--- src/pgbw_pkg.sv ---
`default_nettype none
// ----------------------------------------------------------------------------
// pgbw_pkg
// Shared constants, opcodes, prime table and controller/datapath structs for
// the prime grid byte walk unit.
// ----------------------------------------------------------------------------
package pgbw_pkg;

  localparam int GRID_SIDE         = 16;
  localparam int TILE_COUNT        = GRID_SIDE * GRID_SIDE;
  localparam int COORD_W           = $clog2(GRID_SIDE);
  localparam int TILE_AW           = 2 * COORD_W;
  localparam int PRIME_TABLE_DEPTH = 1024;
  localparam int IDX_W             = $clog2(PRIME_TABLE_DEPTH);
  localparam int PRIME_W           = 16;
  localparam int COLOR_COUNT       = 4;
  localparam int COLOR_W           = $clog2(COLOR_COUNT);
  localparam int TILE_W            = IDX_W + COLOR_W;
  localparam int CFG_W             = 11;
  localparam int SUM_W             = CFG_W;
  localparam int DIV_STEPS         = SUM_W;
  localparam int CNT_W             = $clog2(DIV_STEPS);
  localparam int STEPS_PER_BYTE    = 4;
  localparam int STEP_W            = $clog2(STEPS_PER_BYTE);
  localparam int OP_W              = 2;
  localparam int BYTE_W            = 8;
  localparam int DIR_W             = 2;
  localparam int SIEVE_LIMIT       = 8192;

  localparam logic [CFG_W-1:0] CFG_RESET = CFG_W'(PRIME_TABLE_DEPTH);
  localparam logic [SUM_W-1:0] MOD_MAX   = SUM_W'(PRIME_TABLE_DEPTH);
  localparam logic [SUM_W-1:0] MOD_MIN   = SUM_W'(1);

  localparam logic [OP_W-1:0] OP_ABSORB = 2'd0;
  localparam logic [OP_W-1:0] OP_FINISH = 2'd1;
  localparam logic [OP_W-1:0] OP_READ   = 2'd2;
  localparam logic [OP_W-1:0] OP_CLEAR  = 2'd3;

  localparam logic [DIR_W-1:0] DIR_UP    = 2'd0;
  localparam logic [DIR_W-1:0] DIR_RIGHT = 2'd1;
  localparam logic [DIR_W-1:0] DIR_LEFT  = 2'd2;
  localparam logic [DIR_W-1:0] DIR_DOWN  = 2'd3;

  typedef logic [PRIME_W-1:0] prime_table_t [PRIME_TABLE_DEPTH];

  typedef struct packed {
    logic accept;
    logic rd;
    logic rd_tile;
    logic lookup;
    logic reduce;
    logic div_step;
    logic write;
    logic move;
    logic out_load;
  } pgbw_cmd_t;

  typedef struct packed {
    logic [OP_W-1:0] in_op;
    logic [OP_W-1:0] op;
    logic            fast_ok;
    logic            out_free;
  } pgbw_sts_t;

  function automatic prime_table_t build_prime_table();
    bit [SIEVE_LIMIT-1:0] composite;
    prime_table_t         tbl;
    int                   found;
    composite = '0;
    tbl       = '{default: '0};
    found     = 0;
    for (int i = 2; i * i < SIEVE_LIMIT; i++) begin
      if (!composite[i]) begin
        for (int j = i * i; j < SIEVE_LIMIT; j += i) begin
          composite[j] = 1'b1;
        end
      end
    end
    for (int i = 2; i < SIEVE_LIMIT; i++) begin
      if (!composite[i] && found < PRIME_TABLE_DEPTH) begin
        tbl[found] = PRIME_W'(i);
        found++;
      end
    end
    return tbl;
  endfunction

  localparam prime_table_t PRIME_TABLE = build_prime_table();

endpackage
`default_nettype wire

--- src/pgbw_ctrl.sv ---
`default_nettype none
// ----------------------------------------------------------------------------
// pgbw_ctrl
// Sequencer for request intake, walk steps, index reduction and result load.
// ----------------------------------------------------------------------------
module pgbw_ctrl import pgbw_pkg::*; (
  input  wire logic      clk,
  input  wire logic      rst,
  input  wire logic      item_valid,
  output      logic      item_ready,
  input  wire pgbw_sts_t sts,
  output      pgbw_cmd_t cmd
);

  localparam logic [2:0] S_IDLE = 3'd0;
  localparam logic [2:0] S_RD   = 3'd1;
  localparam logic [2:0] S_LK   = 3'd2;
  localparam logic [2:0] S_MOD  = 3'd3;
  localparam logic [2:0] S_DIV  = 3'd4;
  localparam logic [2:0] S_WB   = 3'd5;
  localparam logic [2:0] S_FIN  = 3'd6;

  logic [2:0]        state;
  logic [2:0]        state_next;
  logic [STEP_W-1:0] step;
  logic [STEP_W-1:0] step_next;
  logic [CNT_W-1:0]  cnt;
  logic [CNT_W-1:0]  cnt_next;
  logic              fin;
  logic              fin_next;

  always_comb begin
    state_next = state;
    step_next  = step;
    cnt_next   = cnt;
    fin_next   = fin;
    cmd        = '0;
    item_ready = (state == S_IDLE);
    case (state)
      S_IDLE: begin
        if (item_valid) begin
          cmd.accept = 1'b1;
          step_next  = '0;
          fin_next   = (sts.in_op == OP_READ) || (sts.in_op == OP_CLEAR);
          state_next = S_RD;
        end
      end
      S_RD: begin
        cmd.rd      = 1'b1;
        cmd.rd_tile = fin && (sts.op == OP_READ);
        state_next  = S_LK;
      end
      S_LK: begin
        cmd.lookup = 1'b1;
        state_next = fin ? S_FIN : S_MOD;
      end
      S_MOD: begin
        cmd.reduce = 1'b1;
        cnt_next   = '0;
        state_next = sts.fast_ok ? S_WB : S_DIV;
      end
      S_DIV: begin
        cmd.div_step = 1'b1;
        cnt_next     = cnt + 1'b1;
        if (cnt == CNT_W'(DIV_STEPS - 1)) begin
          state_next = S_WB;
        end
      end
      S_WB: begin
        cmd.write = 1'b1;
        cmd.move  = (sts.op == OP_ABSORB);
        if (sts.op == OP_ABSORB && step != STEP_W'(STEPS_PER_BYTE - 1)) begin
          step_next = step + 1'b1;
        end else begin
          fin_next = 1'b1;
        end
        state_next = S_RD;
      end
      S_FIN: begin
        if (sts.out_free) begin
          cmd.out_load = 1'b1;
          state_next   = S_IDLE;
        end
      end
      default: begin
        state_next = S_IDLE;
      end
    endcase
  end

  always_ff @(posedge clk) begin
    if (rst) begin
      state <= S_IDLE;
      step  <= '0;
      cnt   <= '0;
      fin   <= 1'b0;
    end else begin
      state <= state_next;
      step  <= step_next;
      cnt   <= cnt_next;
      fin   <= fin_next;
    end
  end

endmodule
`default_nettype wire

--- config.mk ---
export PLATFORM = sky130hd
export DESIGN_NAME = pgbw_ctrl
export DESIGN_NICKNAME = d
export VERILOG_FILES = /design/src/pgbw_pkg.sv /design/src/pgbw_ctrl.sv
export SDC_FILE = /design/constraint.sdc
export NUM_CORES = 1
export LEC_CHECK = 0
export BUFFER_PORTS_ARGS = -buffer_cell sky130_fd_sc_hd__buf_2
export CAP_MARGIN = 20
export CORE_MARGIN = 10
export CORE_UTILIZATION = 40
export CTS_BUF_LIST = sky130_fd_sc_hd__clkbuf_8
export DETAILED_ROUTE_END_ITERATION = 8
export GPL_ROUTABILITY_DRIVEN = 0
export GPL_TIMING_DRIVEN = 0
export HOLD_SLACK_MARGIN = 0.05
export PLACE_DENSITY = 0.67
export SETUP_SLACK_MARGIN = 0.05
export SLEW_MARGIN = 20
export SYNTH_ARGS = -nofsm -noshare
export SYNTH_HDL_FRONTEND = slang
export SYNTH_SLANG_ARGS = --single-unit
--- constraint.sdc ---
create_clock -name clk -period 1.48 [get_ports clk]
set_input_delay 0 -clock clk [delete_from_list [all_inputs] [get_ports clk]]
set_output_delay 0 -clock clk [all_outputs]
set_load 0.005 [all_outputs]
==> flow_metrics.env, run 1 <==
export IMPL_status="finished, final reports clean"
export IMPL_initial_core_util_pct=41.6
export IMPL_hpwlAfterDp_mm=1.10
export IMPL_tightest_slew_ns=0.478
export IMPL_vias_per_cell=5.30
export IMPL_synth_net_count=88
export IMPL_crit_path_cell_trace="buf_6 > or4b_4 > mux2_4 > a211oi_2"
export IMPL_fin_hold_ws_ns=0.0732
export IMPL_die_area_um2=3490
export IMPL_cap_violations=0
export IMPL_grt_total_usage_pct=9.27
export IMPL_crit_required_ns=1.64
export IMPL_path_buf_inv=1
export IMPL_route_antenna_remaining_nets=0
export IMPL_mostFrequentLayoutCells="buf_2 (17), a21oi_1 (8), dfxtp_1 (8)"
export IMPL_yosys_warnings=0
export IMPL_start_kind="register"
export IMPL_synth_seq_cells=10
export IMPL_wl_per_cell_um=13.4
export IMPL_slowest_delay_ns=0.51
export IMPL_cts_max_level=1
export IMPL_r2r_setup_slack_ns=0.01
export IMPL_root_buffer="clkbuf_8"
export IMPL_clock_latency_ns=0.24
export IMPL_core_um2=1470
export IMPL_grt_pass1_vias=593
export IMPL_pwr_density_cell_nw_per_um2=1500
export IMPL_worstSetupPathType="reg -> reg"
export IMPL_min_period_ns=1.47
export IMPL_arrival_ns=1.63
export IMPL_clk_pin_slew_ns=0.05
export IMPL_power_total_mw=1.23
export IMPL_layout_nets=113
export IMPL_skew_ns=0.00118
export IMPL_area_delta_synth_final_pct=33.9
export IMPL_syn_avg_cell_area_um2=8.05
export IMPL_clock_sinks=10
export IMPL_slew_headroom_pct=68.1
export IMPL_cts_tree="yes"
export IMPL_p_leak_nw=0.370
export IMPL_die_height_um=59.1
export IMPL_max_freq_mhz=681
export IMPL_die_x_um=59.1
export IMPL_cpMaxStageDelayCell="or4b_4"
export IMPL_diodes=0
export IMPL_rsz0062_at_grt="yes"
export IMPL_hold_viol=0
export IMPL_fp_row_count=14
export IMPL_ys_async_sr_fraction_pct=0
export IMPL_firstDrtPassIters=4
export IMPL_finalSetupViolCount=0
export IMPL_overflow=0
export IMPL_period_share_pct=99.3
export IMPL_pin_count=19
export IMPL_syn_cell_area_um2=612
export IMPL_synth_edf_count=0
export IMPL_portBuffers=16
export IMPL_synth_flop_cell="dfxtp_1"
export IMPL_cp_end_kind="register"
export IMPL_yosysSeqAreaShare_pct=32.7
export IMPL_drive_above_1_share_pct=38.0
export IMPL_setup_tns_ns=0
export IMPL_fillers=162
export IMPL_slew_viol_final=0
export IMPL_drc=0
export IMPL_hp_class="in -> reg"
export IMPL_post_synth_num_cell_types=29
export IMPL_critical_path_top_delay_family="simple AND/OR/NAND/NOR gates"
export IMPL_num_vias=615
export IMPL_wl_mm=1.56
export IMPL_synthCells=76
export IMPL_antenna_found_initial=0
export IMPL_grt_pass1_wl_mm=2.55
export IMPL_cts_buffer_depth=2
export IMPL_initialDrtViolationCount=9
export IMPL_grt_start_max_net_pins=11
export IMPL_cts_buffers=3
export IMPL_cp_max_fo=4
export IMPL_final_cells=116
export IMPL_ir_worst_vdd_uv=835
export IMPL_layout_commonest_cell="buf_2"
export IMPL_numPlacedInstances=108
-- path summary, 6_finish.rpt --
kind                                       startpoint                     to  cells after the start
worst max register to register  state[0]$_SDFFE_PP0P_       fin$_SDFFE_PP0P_                      4
worst max-delay path            state[0]$_SDFFE_PP0P_       fin$_SDFFE_PP0P_                      4
worst min register to register       fin$_SDFFE_PP0P_       fin$_SDFFE_PP0P_                      2
worst min-delay path                           sts[0]  state[1]$_SDFFE_PP0P_                      3
-- sequential cells by signal, indices dropped and copies added, names as in the netlist --
name / flops
fin: 1
state: 3
step: 2
cnt: 4
-- logic make-up after synthesis --
family,Yosys count,share of synthesized area (%)
adder cells (fa/ha/maj),3,6.14
AND/OR/NAND/NOR,28,27.2
XOR/XNOR,1,1.43
AO/OA/AOI/OAI,20,21.5
buffers and inverters,13,9.20
flip-flops,10,32.7
multiplexers,1,1.84
-- worst register-to-register path, cell delays in order (launching register included) --
cell and delay (ns):
dfxtp_2 0.32, buf_6 0.11, or4b_4 0.51, mux2_4 0.30
a211oi_2 0.16
-- area by class of cell --
| class | count | area, um2 | share of cell area (%) |
|---|---|---|---|
| multi-input cells | 53 | 372 | 45.3 |
| flip-flops and latches | 10 | 203 | 24.7 |
| repair buffers | 20 | 110 | 13.4 |
| clock buffers | 4 | 55.1 | 6.72 |
| plain buffers | 5 | 30.0 | 3.66 |
| inverters | 8 | 30.0 | 3.66 |
| well taps | 16 | 20.0 | 2.44 |
-- Yosys cell counts, types with 2 or more instances --
| library cell | n | area share [%] |
|---|---|---|
| dfxtp_1 | 10 | 33 |
| a21oi_1 | 8 | 6.5 |
| inv_1 | 8 | 4.9 |
| nor2_1 | 5 | 3.1 |
| nor3_1 | 4 | 3.3 |
| o211ai_1 | 4 | 4.9 |
| or3_1 | 4 | 4.1 |
| clkbuf_1 | 3 | 1.8 |
| ha_1 | 3 | 6.1 |
| nand2_1 | 3 | 1.8 |
| nand3_1 | 3 | 2.5 |
| nand3b_1 | 3 | 3.7 |
| o21ai_0 | 2 | 1.6 |
-- routing by layer --
layer  global-route usage (%)  vias to the layer above  routed length, um  share of wire (%)
met4                     2.95                        0                 20                1.3
met3                     6.01                        5                104                6.7
li1                         -                      315                  -                  -
met1                     10.2                      279                712                 46
met2                     14.1                       16                718                 46
met5                        0                        -                  0                  0
-- what timing repair did --
| action | CTS | global route |
|---|---|---|
| hold endpoints to repair | 0 | 0 |
| gates resized for setup | 4 | 7 |
| hold buffers | 0 | 0 |
| endpoints found under the setup margin | 3 | 5 |
| buffers inserted | 3 | 1 |
| pin swaps | 1 | 2 |
| gates cloned | 0 | 0 |
-- power breakdown --
group          switching [mW]  internal (mW)
Clock                   0.112          0.234
Combinational           0.266          0.270
Sequential             0.0341          0.315
-- per-stage QoR --
stage / util, % / worst slack [ns] / area (um2)
5_1_grt: 55.7 / -0.0395 / 820
3_5_place_dp: 48.6 / -0.0580 / 716
6_report: 55.7 / 0.0109 / 820
4_1_cts: 54.3 / 0.00351 / 798
2_1_floorplan: - / 0.0188 / 616
3_3_place_gp: 48.6 / -0.0477 / 716
Note: power is estimated with default switching activity, not from simulation.
==> run 2: changes to the inputs <==
--- a/config.mk
+++ b/config.mk
@@ -14,7 +14,7 @@
 export GPL_ROUTABILITY_DRIVEN = 0
 export GPL_TIMING_DRIVEN = 0
 export HOLD_SLACK_MARGIN = 0.05
-export PLACE_DENSITY = 0.67
+export PLACE_DENSITY_LB_ADDON = 0.2
 export SETUP_SLACK_MARGIN = 0.05
 export SLEW_MARGIN = 20
 export SYNTH_ARGS = -nofsm -noshare
==> run 2 against run 1 <==
  * Cell area did not move
  * Highest routed layer unchanged
  * Die area did not move
  * Maximum frequency is 0.39% lower
==> flow_metrics.env, run 2 (synthesis gave the netlist of run 1 again) <==
export IMPL_drc=0
export IMPL_die_area_um2=3490
export IMPL_slew_viol_final=0
export IMPL_vias_per_cell=5.23
export IMPL_firstDrtPassIters=4
export IMPL_final_cells=116
export IMPL_skew_ns=0.00242
export IMPL_top_register="cnt"
export IMPL_wl_per_cell_um=13.0
export IMPL_cap_violations=0
export IMPL_hpwlAfterDp_mm=1.08
export IMPL_max_freq_mhz=678
export IMPL_hp_class="in -> reg"
export IMPL_arrival_ns=1.63
export IMPL_portBuffers=16
export IMPL_start_kind="register"
export IMPL_cts_max_level=1
export IMPL_multi_input_area_um2=364
export IMPL_clk_pin_slew_ns=0.05
export IMPL_biggestRegsByFlops="cnt (4), state (3), step (2)"
export IMPL_finish_utilization_pct=55.7
export IMPL_initial_core_util_pct=41.6
export IMPL_crit_required_ns=1.64
export IMPL_ir_worst_vdd_uv=730
export IMPL_hold_viol=0
export IMPL_r2r_cells=4
export IMPL_cts_buffer_depth=2
export IMPL_p_leak_nw=0.377
export IMPL_grt_pass1_wl_mm=2.52
export IMPL_layout_commonest_cell="buf_2"
export IMPL_grt_pass1_vias=594
export IMPL_drive_above_1_share_pct=36.0
export IMPL_die_x_um=59.1
export IMPL_worstSetupPathType="reg -> reg"
export IMPL_die_height_um=59.1
export IMPL_min_period_ns=1.47
export IMPL_mostFrequentLayoutCells="buf_2 (16), inv_1 (8), a21oi_1 (8)"
export IMPL_swShare_pct=32.7
export IMPL_status="finished, final reports clean"
export IMPL_root_buffer="clkbuf_8"
export IMPL_overflow=0
export IMPL_cp_end_kind="register"
export IMPL_period_share_pct=99.6
export IMPL_diodes=0
export IMPL_grt_start_max_net_pins=11
export IMPL_clock_latency_ns=0.24
export IMPL_clock_sinks=10
export IMPL_p_sw_mw=0.400
export IMPL_fillers=143
export IMPL_seqCellArea_um2=204
export IMPL_core_um2=1470
export IMPL_finalSetupViolCount=0
export IMPL_rsz0062_at_grt="yes"
export IMPL_num_vias=607
export IMPL_cp_max_fo=4
export IMPL_pin_count=19
export IMPL_initialDrtViolationCount=4
export IMPL_antenna_found_initial=0
export IMPL_layout_nets=113
export IMPL_holdPathStages=3
export IMPL_area_delta_synth_final_pct=33.9
export IMPL_setup_tns_ns=0
export IMPL_tightest_slew_ns=0.492
export IMPL_pwr_share_clk_pct=28.2
export IMPL_wl_mm=1.51
export IMPL_cts_tree="yes"
export IMPL_grt_total_usage_pct=9.20
export IMPL_numPlacedInstances=108
export IMPL_pwr_density_cell_nw_per_um2=1490
export IMPL_cts_buffers=3
export IMPL_pwr_share_comb_pct=42.7
export IMPL_p_seq_share_pct=29.0
export IMPL_cts_hold_buf=0
export IMPL_route_antenna_remaining_nets=0
export IMPL_largest_reg_flops=4
export IMPL_internal_power_mw=0.825
export IMPL_slew_headroom_pct=67.2
export IMPL_fp_row_count=14
==> run 2: changes by cell type in the layout (fill, tap and decap cells not counted) <==
cell,change
nor3_1,+1
dfxtp_2,+1
buf_4,-1
inv_1,+1
buf_2,-1
ha_2,-1
dfxtp_1,-1
clkbuf_4,+1
buf_6,+1
ha_1,+1
nor3_2,-1
inv_2,-1
==> run 2: worst max-delay path, cell delays in order (launching register included) <==
cell and delay [ns]:
dfxtp_2 0.32, buf_6 0.11, or4b_4 0.51, mux2_4 0.29, a211oi_2 0.16
==> run 2: metrics by stage <==
step                power [mW]  cell area (um2)  hold slack [ns]  setup slack, ns
floorplan                0.670              616           0.0342           0.0188
global placement         0.802              716            0.265          -0.0303
detailed placement       0.806              716            0.266          -0.0458
CTS                       1.19              792           0.0652           0.0118
global route              1.32              820           0.0888          -0.0297
finish                    1.23              820           0.0648          0.00523
==> run 2: per-layer routing <==
| metal | vias to the layer above | wire length [um] | global-route usage, % |
|---|---|---|---|
| met2 | 19 | 670 | 13.8 |
| met3 | 5 | 72 | 3.22 |
| met5 | - | 0 | 0 |
| met4 | 0 | 26 | 4.92 |
| met1 | 260 | 742 | 11.1 |
| li1 | 323 | - | - |
==> run 2: area by class of cell <==
| class | instances | share of cell area, % |
|---|---|---|
| repair buffers | 20 | 13.9 |
| plain buffers | 5 | 3.97 |
| multi-input cells | 53 | 44.4 |
| flip-flops and latches | 10 | 24.9 |
| well taps | 16 | 2.44 |
| inverters | 8 | 3.66 |
| clock buffers | 4 | 6.72 |
==> run 2: final timing paths <==
path,start,endpoint,slack [ns]
worst min register to register,step[1]$_SDFFE_PP0P_,step[1]$_SDFFE_PP0P_,0.51
worst min-delay path,sts[0],state[1]$_SDFFE_PP0P_,0.06
worst max-delay path,state[0]$_SDFFE_PP0P_,fin$_SDFFE_PP0P_,0.005
worst max register to register,state[0]$_SDFFE_PP0P_,fin$_SDFFE_PP0P_,0.005
==> run 2: power by group through the flow <==
stage | Sequential (mW) | Combinational, mW | Clock (mW)
global route | 0.360 | 0.590 | 0.366
CTS | 0.353 | 0.485 | 0.353
finish | 0.356 | 0.524 | 0.346
global placement | 0.352 | 0.450 | 0
detailed placement | 0.354 | 0.452 | 0
floorplan | 0.341 | 0.329 | 0
==> run 2: repair_timing <==
action	in CTS	in global routing
cloned	0	0
pin swaps	1	3
setup endpoints to repair	3	12
gates resized for setup	4	7
buffers inserted	2	2
